==> src/fast_exp_bit_trick_defines.svh <==
// assertion macros for the fast exp block
`ifndef FAST_EXP_BIT_TRICK_DEFINES_SVH
`define FAST_EXP_BIT_TRICK_DEFINES_SVH

// same-cycle implication, held off during reset
`define FEBT_ASSERT_SAME(lbl, clk, rst, ante, cons, msg) \
   lbl: assert property (@(posedge clk) disable iff (rst) (ante) |-> (cons)) else $error(msg);

// next-cycle implication, held off during reset
`define FEBT_ASSERT_NEXT(lbl, clk, rst, ante, cons, msg) \
   lbl: assert property (@(posedge clk) disable iff (rst) (ante) |=> (cons)) else $error(msg);

`endif

==> src/febt_pkg.sv <==
// constants and register indexes for the fast exp block
package febt_pkg;

   localparam int unsigned NUM_STAGES = 6;

   // 24-bit significand of the fp32 scale 12102203.0
   localparam logic [23:0] EXP_SCALE = 24'hB8AA3B;

   localparam logic [31:0] QNAN_BITS = 32'h7FC0_0000;
   localparam logic [31:0] INF_BITS  = 32'h7F80_0000;
   localparam logic [31:0] INT_MAX   = 32'h7FFF_FFFF;
   localparam logic [31:0] INT_MIN   = 32'h8000_0000;

   localparam logic [31:0] MAGIC_OFFSET_RESET = 32'd1065280000;
   localparam logic        HALVED_MODE_RESET  = 1'b1;

   typedef enum logic {
      REG_MAGIC_OFFSET = 1'b0,
      REG_HALVED_MODE  = 1'b1
   } csr_index_type;

endpackage

==> src/fast_exp_bit_trick.sv <==
// fast exp approximation on fp32 bit patterns, six-stage pipeline
//
//   port group | dir  | handshake             | beat
//   req_       | in   | req_valid/req_ready   | req_x_bits
//   rsp_       | out  | rsp_valid/rsp_ready   | rsp_result_bits
//   csr_       | in   | csr_we                | csr_index, csr_wdata
//
// one beat per cycle sustained while the receiver holds rsp_ready high
// stages: scale multiply, round, integer convert and offset add,
// square multiply, align shift, round and pack
// each stage moves on when it is empty or the next one moves, so bubbles close up
// synchronous reset clears valid bits and loads the register defaults
`include "fast_exp_bit_trick_defines.svh"

module fast_exp_bit_trick (
   input  logic        clock,
   input  logic        reset,
   input  logic        req_valid,
   output logic        req_ready,
   input  logic [31:0] req_x_bits,
   output logic        rsp_valid,
   input  logic        rsp_ready,
   output logic [31:0] rsp_result_bits,
   input  logic        csr_we,
   input  logic        csr_index,
   input  logic [31:0] csr_wdata
);

   localparam int unsigned NS = febt_pkg::NUM_STAGES;

   // configuration
   logic [31:0] magic_ff;
   logic        halved_ff;

   always_ff @(posedge clock) begin
      if (reset) begin
         magic_ff  <= febt_pkg::MAGIC_OFFSET_RESET;
         halved_ff <= febt_pkg::HALVED_MODE_RESET;
      end else if (csr_we) begin
         unique case (febt_pkg::csr_index_type'(csr_index))
            febt_pkg::REG_MAGIC_OFFSET: magic_ff  <= csr_wdata;
            febt_pkg::REG_HALVED_MODE:  halved_ff <= csr_wdata[0];
            default:                    magic_ff  <= magic_ff;
         endcase
      end
   end

   // stage valids and enables
   logic [NS-1:0] valid_ff;
   logic [NS-1:0] stage_en;

   always_comb begin
      stage_en[NS-1] = ~valid_ff[NS-1] | rsp_ready;
      for (int i = NS - 2; i >= 0; i--) begin
         stage_en[i] = ~valid_ff[i] | stage_en[i+1];
      end
   end

   always_ff @(posedge clock) begin
      if (reset) begin
         valid_ff <= '0;
      end else begin
         if (stage_en[0]) begin
            valid_ff[0] <= req_valid;
         end
         for (int i = 1; i < NS; i++) begin
            if (stage_en[i]) begin
               valid_ff[i] <= valid_ff[i-1];
            end
         end
      end
   end

   assign req_ready = stage_en[0];

   // stage 1: decode, halve, scale multiply
   logic [47:0] p1_ff, p1_in;
   logic [7:0]  e1_ff, e1_in;
   logic        sgn1_ff, nan1_ff, inf1_ff, zero1_ff;
   logic        nan1_in, inf1_in, zero1_in;
   logic [7:0]  x_exp;
   logic [22:0] x_frac;

   always_comb begin
      x_exp    = req_x_bits[30:23];
      x_frac   = req_x_bits[22:0];
      nan1_in  = (x_exp == 8'hFF) && (x_frac != '0);
      inf1_in  = (x_exp == 8'hFF) && (x_frac == '0);
      // subnormals, and the halved smallest normal, scale to below one
      zero1_in = (x_exp == 8'h00) || (halved_ff && (x_exp == 8'h01));
      e1_in    = (halved_ff && (x_exp != 8'hFF)) ? x_exp - 8'd1 : x_exp;
      p1_in    = {24'd0, 1'b1, x_frac} * {24'd0, febt_pkg::EXP_SCALE};
   end

   always_ff @(posedge clock) begin
      if (stage_en[0]) begin
         p1_ff    <= p1_in;
         e1_ff    <= e1_in;
         sgn1_ff  <= req_x_bits[31];
         nan1_ff  <= nan1_in;
         inf1_ff  <= inf1_in;
         zero1_ff <= zero1_in;
      end
   end

   // stage 2: round product to 24 bits
   logic [24:0]       r2_ff, r2_in;
   logic signed [9:0] sh2_ff, sh2_in;
   logic              sgn2_ff, nan2_ff, inf2_ff, zero2_ff;
   logic [23:0]       keep2;
   logic              g2, st2;

   always_comb begin
      if (p1_ff[47]) begin
         keep2 = p1_ff[47:24];
         g2    = p1_ff[23];
         st2   = |p1_ff[22:0];
      end else begin
         keep2 = p1_ff[46:23];
         g2    = p1_ff[22];
         st2   = |p1_ff[21:0];
      end
      r2_in  = {1'b0, keep2} + 25'(g2 & (st2 | keep2[0]));
      // weight of the rounded integer's lsb
      sh2_in = $signed(10'({2'b0, e1_ff}) + 10'(p1_ff[47]) - 10'd127);
   end

   always_ff @(posedge clock) begin
      if (stage_en[1]) begin
         r2_ff    <= r2_in;
         sh2_ff   <= sh2_in;
         sgn2_ff  <= sgn1_ff;
         nan2_ff  <= nan1_ff;
         inf2_ff  <= inf1_ff;
         zero2_ff <= zero1_ff;
      end
   end

   // stage 3: truncate to saturating int32, add offset
   logic [31:0] a3_ff, a3_in;
   logic [31:0] mag3, left3, t3;
   logic [9:0]  nsh3;
   logic        sat3;

   always_comb begin
      left3 = {7'd0, r2_ff} << sh2_ff[2:0];
      nsh3  = 10'(-sh2_ff);
      mag3  = '0;
      sat3  = 1'b0;
      priority if (nan2_ff || zero2_ff) begin
         mag3 = '0;
      end else if (inf2_ff || (sh2_ff >= 10'sd8)) begin
         sat3 = 1'b1;
      end else if (sh2_ff >= 10'sd0) begin
         mag3 = left3;
         sat3 = left3[31];
      end else if (nsh3 >= 10'd25) begin
         mag3 = '0;
      end else begin
         mag3 = {7'd0, r2_ff >> nsh3[4:0]};
      end
      if (sat3) begin
         t3 = sgn2_ff ? febt_pkg::INT_MIN : febt_pkg::INT_MAX;
      end else begin
         t3 = sgn2_ff ? (~mag3 + 32'd1) : mag3;
      end
      a3_in = t3 + magic_ff;
   end

   always_ff @(posedge clock) begin
      if (stage_en[2]) begin
         a3_ff <= a3_in;
      end
   end

   // stage 4: square significand
   logic [47:0] p4_ff, p4_in;
   logic [7:0]  e4_ff;
   logic [31:0] a4_ff;
   logic        nan4_ff, inf4_ff, zero4_ff;
   logic [23:0] m4;

   always_comb begin
      m4    = {1'b1, a3_ff[22:0]};
      p4_in = {24'd0, m4} * {24'd0, m4};
   end

   always_ff @(posedge clock) begin
      if (stage_en[3]) begin
         p4_ff    <= p4_in;
         e4_ff    <= a3_ff[30:23];
         a4_ff    <= a3_ff;
         nan4_ff  <= (a3_ff[30:23] == 8'hFF) && (a3_ff[22:0] != '0);
         inf4_ff  <= (a3_ff[30:23] == 8'hFF) && (a3_ff[22:0] == '0);
         // subnormal squares fall far below the smallest subnormal
         zero4_ff <= (a3_ff[30:23] == 8'h00);
      end
   end

   // stage 5: align for normal or subnormal result
   logic [23:0]        q5_ff, q5_in;
   logic               g5_ff, g5_in, st5_ff, st5_in;
   logic [9:0]         base5_ff, base5_in;
   logic [31:0]        a5_ff;
   logic               nan5_ff, inf5_ff, zero5_ff;
   logic signed [10:0] ksub5, knorm5;
   logic [5:0]         k5, km1_5;
   logic [47:0]        w5, mask5;

   always_comb begin
      knorm5 = p4_ff[47] ? 11'sd24 : 11'sd23;
      ksub5  = 11'sd151 - $signed({2'b0, e4_ff, 1'b0});
      if (ksub5 > knorm5) begin
         k5       = (ksub5 > 11'sd49) ? 6'd49 : 6'(ksub5);
         base5_in = '0;
      end else begin
         k5       = 6'(knorm5);
         base5_in = 10'(p4_ff[47]) + {1'b0, e4_ff, 1'b0} - 10'd128;
      end
      km1_5  = k5 - 6'd1;
      w5     = p4_ff >> km1_5;
      q5_in  = w5[24:1];
      g5_in  = w5[0];
      mask5  = (48'd1 << km1_5) - 48'd1;
      st5_in = |(p4_ff & mask5);
   end

   always_ff @(posedge clock) begin
      if (stage_en[4]) begin
         q5_ff    <= q5_in;
         g5_ff    <= g5_in;
         st5_ff   <= st5_in;
         base5_ff <= base5_in;
         a5_ff    <= a4_ff;
         nan5_ff  <= nan4_ff;
         inf5_ff  <= inf4_ff;
         zero5_ff <= zero4_ff;
      end
   end

   // stage 6: round, pack, select mode
   logic [31:0] out6_ff, out6_in;
   logic [24:0] q6;
   logic [33:0] sum6;

   always_comb begin
      q6   = {1'b0, q5_ff} + 25'(g5_ff & (st5_ff | q5_ff[0]));
      // rounding carry flows into the exponent field
      sum6 = {1'b0, base5_ff, 23'd0} + 34'(q6);
      priority if (!halved_ff) begin
         out6_in = a5_ff;
      end else if (nan5_ff) begin
         out6_in = febt_pkg::QNAN_BITS;
      end else if (inf5_ff) begin
         out6_in = febt_pkg::INF_BITS;
      end else if (zero5_ff) begin
         out6_in = '0;
      end else if (sum6 >= 34'(febt_pkg::INF_BITS)) begin
         out6_in = febt_pkg::INF_BITS;
      end else begin
         out6_in = sum6[31:0];
      end
   end

   always_ff @(posedge clock) begin
      if (stage_en[5]) begin
         out6_ff <= out6_in;
      end
   end

   assign rsp_valid       = valid_ff[NS-1];
   assign rsp_result_bits = out6_ff;

   `FEBT_ASSERT_NEXT(a_accept_fills_s1, clock, reset, req_valid && req_ready, valid_ff[0], "accepted beat did not enter stage one")
   `FEBT_ASSERT_SAME(a_square_positive, clock, reset, rsp_valid && halved_ff, !rsp_result_bits[31], "squared result carries a sign")
   `FEBT_ASSERT_NEXT(a_s5_holds, clock, reset, valid_ff[4] && !stage_en[4], valid_ff[4] && $stable(q5_ff), "stalled align stage lost its beat")
   `FEBT_ASSERT_NEXT(a_out_moves, clock, reset, rsp_valid && rsp_ready && !valid_ff[4], !rsp_valid, "delivered beat repeated")

endmodule

==> config.mk <==
export PLATFORM = sky130hd
export DESIGN_NAME = fast_exp_bit_trick
export DESIGN_NICKNAME = d
export VERILOG_FILES = /design/src/febt_pkg.sv /design/src/fast_exp_bit_trick.sv
export VERILOG_INCLUDE_DIRS = /design/src /design/src/src
export SDC_FILE = /design/constraint.sdc
export NUM_CORES = 2
export LEC_CHECK = 0
export BUFFER_PORTS_ARGS = -buffer_cell sky130_fd_sc_hd__clkbuf_2
export CORE_MARGIN = 2
export CORE_UTILIZATION = 60
export CTS_CLUSTER_SIZE = 24
export DETAILED_ROUTE_END_ITERATION = 12
export PLACE_DENSITY_LB_ADDON = 0.15
export REMOVE_ABC_BUFFERS = 1
export SLEW_MARGIN = 30
export SYNTH_ARGS = -nofsm -noshare
export SYNTH_HDL_FRONTEND = slang
export SYNTH_SLANG_ARGS = --single-unit
==> constraint.sdc <==
create_clock -name clock -period 9.2 [get_ports clock]
set_input_delay 1.38 -clock clock [delete_from_list [all_inputs] [get_ports clock]]
set_output_delay 1.38 -clock clock [all_outputs]
set_load 0.02 [all_outputs]
; After elaboration in Yosys (flattened, before gate mapping)
; Cells that the tools add are included.
; Widths: inputs -> output; s select.
[totals]
reg_bits = 364
latch_bits = 0
ram_bits = 0
romBits = 0
out_inout_bits = 34
elab_cells = 127
memories = 0
[classes]
n_addsub = 14
multipliers = 2
div_mod_pow = 0
n_lt_le_gt_ge = 6
eq_ne = 4
shift = 4
mux = 22
bitwise_logic = 19
n_reduce_logical = 20
[op_table]
columns = cell, count
row1 = $mux 32, 11
row2 = $add 24x1->25, 2
row3 = $and 48x48->48, 1
row4 = $mul 24x24->48, 1
row5 = $mul 24x24->48 const B, 1
row6 = $reduce_or 48->1, 1
row7 = $shl 1x6->48 const A, 1
row8 = $shr 48x6->25, 1
row9 = $sub 48x1->48 const B, 1
row10 = $logic_not 23->1, 2
row11 = $reduce_bool 23->1, 2
row12 = $add 33x25->34, 1
row13 = $ge 34x31->1 const B, 1
row14 = $add 32x1->32 const B, 1
row15 = $add 32x32->32, 1
row16 = $not 32->32, 1
row17 = $shl 25x3->32, 1
row18 = $mux 25, 1
row19 = $shr 25x5->25, 1
row20 = $mux 24, 1
row21 = $reduce_or 23->1, 1
row22 = $reduce_or 22->1, 1
row23 = $ge 10x5->1 const B, 2
row24 = $eq 8x8->1 const B, 2
row25 = other kinds (24), 52

; Logic depth before layout (Yosys ltp)
[depth]
ltp_word = 11
mapped_depth = 30
depth_no_buf = 27

; Worst setup path after synthesis
; OpenSTA, ideal clock, no wires.
[synth_path]
path_kind = input -> register
from = input req_x_bits[11]
to = register p1_ff[47], data pin
setup_ns = 0.260
arrival_ns = 7.062
required_ns = 8.940
path_slack_ns = 1.878
path_stages = 24
path_buffers = 0
path_cell_list = fa_1 inv_1 fa_1 inv_1 ha_1 inv_1 fa_1 fa_1 inv_1 fa_1 inv_1 fa_1 inv_1 ha_1 nand2_1 o21ai_0 o21ba_2 a2111oi_0 o31ai_1 o211ai_1 a21oi_1 o31ai_1 a21oi_1 xnor2_1
[synth_between]
elab_chain_len = 1
[synth_lines]
columns = element, line
row1 = "start, declared", fast_exp_bit_trick.sv:20  ; input logic [31:0] req_x_bits,
row2 = $mul 24x24->48, fast_exp_bit_trick.sv:92  ; p1_in = {24'd0, 1'b1, x_frac} * {24'd0, febt_pkg::EXP_SCALE};
row3 = named net p1_in[47], fast_exp_bit_trick.sv:77  ; logic [47:0] p1_ff, p1_in;
row4 = "end signal, assigned", fast_exp_bit_trick.sv:97  ; p1_ff <= p1_in;
row5 = "end, declared", fast_exp_bit_trick.sv:77
; The timed path passes the listed nets, and every way through them passes these cells.
; A chain may end at the register's enable or synchronous reset.

; Final worst setup path
[layout_path]
from = register a3_ff[0]
to = register p4_ff[44], data pin
[layout_between]
elab_chain_len = 1
[layout_lines]
columns = element, line
row1 = "start, declared", fast_exp_bit_trick.sv:140  ; logic [31:0] a3_ff, a3_in;
row2 = "start signal, assigned", fast_exp_bit_trick.sv:172  ; a3_ff <= a3_in;
row3 = $mul 24x24->48, fast_exp_bit_trick.sv:185  ; p4_in = {24'd0, m4} * {24'd0, m4};
row4 = named net p4_in[44], fast_exp_bit_trick.sv:177  ; logic [47:0] p4_ff, p4_in;
row5 = "end signal, assigned", fast_exp_bit_trick.sv:190  ; p4_ff <= p4_in;
row6 = "end, declared", fast_exp_bit_trick.sv:177
; The timed path passes the listed nets, and every way through them passes these cells.

==> results.json <==
{
  "status": "finished clean",
  "ff2ff_path_depth": 22,
  "skew_ps": 29.2,
  "area_delta_synth_final_pct": 6.03,
  "grt_pass1_wl_um": 203000,
  "cp_top_family": "adder cells",
  "rsz0062_at_grt": "no",
  "yosysSeqAreaShare": 0.211,
  "post_cts_resized": 0,
  "crit_chain": "inv_1 -> nor2_1 -> fa_1 -> fa_1 -> fa_1 -> inv_1 -> fa_1 -> fa_1 -> inv_1 -> fa_1 -> fa_1 -> ha_1 -> nand2_1 -> o211ai_1 -> a31oi_1 -> o21ai_0 -> a21oi_1 -> o31ai_1 -> a41oi_1 -> o311ai_0 -> a21oi_1 -> xnor2_1",
  "die_w_um": 288,
  "ys_warn_count": 0,
  "cp.required_ps": 9500,
  "wire_per_inst_um": 21.6,
  "ant_nets": 0,
  "synth_top_cells_by_count": "inv_1, fa_1, ha_1",
  "insertion_delay_ps": 590,
  "worstSetupPathType": "reg -> reg",
  "hold_viol": 0,
  "die_y_um": 288,
  "multiInputGateArea_mm2": 0.0340,
  "synth.largest_area_cell": "fa_1",
  "cts_sinks": 354,
  "cpPeakStageDelay_ps": 670,
  "grt_overflow": 0,
  "first_pass_iters": 7,
  "grt_usage": 0.319,
  "arrival_ps": 8380,
  "drv_slew": 0,
  "hold_path.class": "reg -> reg",
  "syn_area_per_cell_um2": 9.96,
  "drt_iter0_drc": 2784,
  "clockBufferDepth": 3,
  "rows": 104,
  "drc": 0,
  "cap_viol_max_count": 0,
  "netlist_area_mm2": 0.0485,
  "io_buffer_count": 103,
  "async_flop_share": 0,
  "avgViaCountPerCell": 5.92,
  "setup_viol": 0,
  "dominantRegCellSynth": "edfxtp_1",
  "finalWirelength_um": 130000,
  "synth_cell_types": 114,
  "crit_buf_inv": 3,
  "finalSetupTns_ps": 0,
  "yosys.cell_count.top_type": "inv_1",
  "critPathLaunchType": "register",
  "cts_tree": "done",
  "core_area_mm2": 0.0803,
  "vias": 35600,
  "path_max_fanout": 14,
  "io_pins": 104,
  "path_depth": 22,
  "netlist_instances": 4873,
  "timing.critical_path.mode_cell": "fa_1",
  "worstHoldPathCells": 0,
  "start_util": 0.605,
  "ys_ff_latch": 354,
  "cts_setup_buffers": 0,
  "place_congestion": 0.995,
  "nFillCells": 6593,
  "critPathSlowestCell": "inv_1",
  "period_needed_ps": 8080,
  "synth_area_leaders": "fa_1, edfxtp_1, ha_1",
  "ff_latch_area_mm2": 0.0102,
  "cp-end-kind": "register",
  "post-route-period-util": 0.878,
  "cts-root-buf": "clkbuf_16",
  "antenna_found_initial": 1,
  "clk_pin_slew_ps": 60,
  "first_global_vias": 36400,
  "tightestPinTransition_ps": 1040,
  "drive_above_1_share": 0.0764,
  "die_area_mm2": 0.0832,
  "nets": 6122,
  "synth_edf_count": 315,
  "synth.top_cell.area_share": 0.265,
  "cts_max_level": 2,
  "numCtsBuffers": 38,
  "grt_max_degree": 72,
  "holdBufCountCts": 0,
  "max_freq_mhz": 124,
  "slew_headroom": 0.309,
  "dp_hpwl_um": 105000
}
flip-flops by register name, summed over array words and instances, names as in the netlist, 6 cells and up:
name / count
e1_ff: 8
a5_ff: 32
p4_ff: 47
a3_ff: 32
p1_ff: 48
sh2_ff: 10
a4_ff: 24
e4_ff: 7
base5_ff: 10
rsp_result_bits: 32
r2_ff: 25
valid_ff: 6
magic_ff: 32
q5_ff: 24
metal layers:
metal  global-route usage  vias to the layer above  wire length, um
met4                0.141                        0             6520
met5                    0                        -                0
li1                     -                    16300                -
met2                0.546                     1402            63200
met1                0.410                    17600            51400
met3               0.0359                      320             8580
final timing paths:
path,start,slack (ps),endpoint
setup / recovery,a3_ff[0],1120,p4_ff[44]
hold / removal,a3_ff[31],420,a4_ff[31]
setup reg to reg,a3_ff[0],1120,p4_ff[44]
hold reg to reg,a3_ff[31],420,a4_ff[31]
through the flow:
step	cell area [um^2]	hold WS, ps	cells	setup slack, ps	util
3_3_place_gp	50200	401	5938	1050	0.625
6_report	51500	416	6010	1120	0.641
5_1_grt	51500	424	6009	705	0.641
2_1_floorplan	47900	400	4721	1270	-
4_1_cts	51400	418	6008	1230	0.641
3_5_place_dp	50200	405	5938	983	0.625
kinds of logic after synthesis:
group           count (synthesis)  share of synthesized area
buf+inv                      1147                     0.0903
fa+ha+maj                    1133                      0.392
mux                           172                     0.0535
simple gates                 1139                      0.115
xor+xnor                      203                     0.0371
flops                         354                      0.211
compound gates                725                      0.102
cell usage in the layout (no fill, tap or decap), types with 25 or more instances in the layout:
cell type	netlist	final
o21ai_0	109	109
nor2b_1	37	36
a21oi_1	212	212
nand4_1	40	40
nor3_1	46	45
ha_1	490	489
mux4_2	59	59
nand2b_1	28	28
clkbuf_16	0	40
o22ai_1	45	45
dfxtp_1	39	38
and2_1	110	110
nor2_1	248	248
a31oi_1	37	37
xnor2_1	128	127
xor2_1	73	73
inv_1	988	987
a21o_1	62	62
nand2_1	383	382
buf_4	1	54
edfxtp_1	315	315
o21a_1	25	25
mux2_2	32	32
nand3_1	89	88
and3_1	30	30
clkbuf_2	0	103
mux2i_1	74	74
fa_1	643	643
cell type report:
type / count / share of cell area
antenna: 1 / 0.0000486
clock inverter: 23 / 0.00462
multi-input combinational: 3372 / 0.660
tap: 1060 / 0.0258
clock buffer: 47 / 0.0200
timing repair buffer: 158 / 0.0182
inverter: 995 / 0.0726
sequential: 354 / 0.199
Power is left out: the tool's default activity adds up to more than one toggle a clock period on the data nets, which glitch-free logic cannot reach.
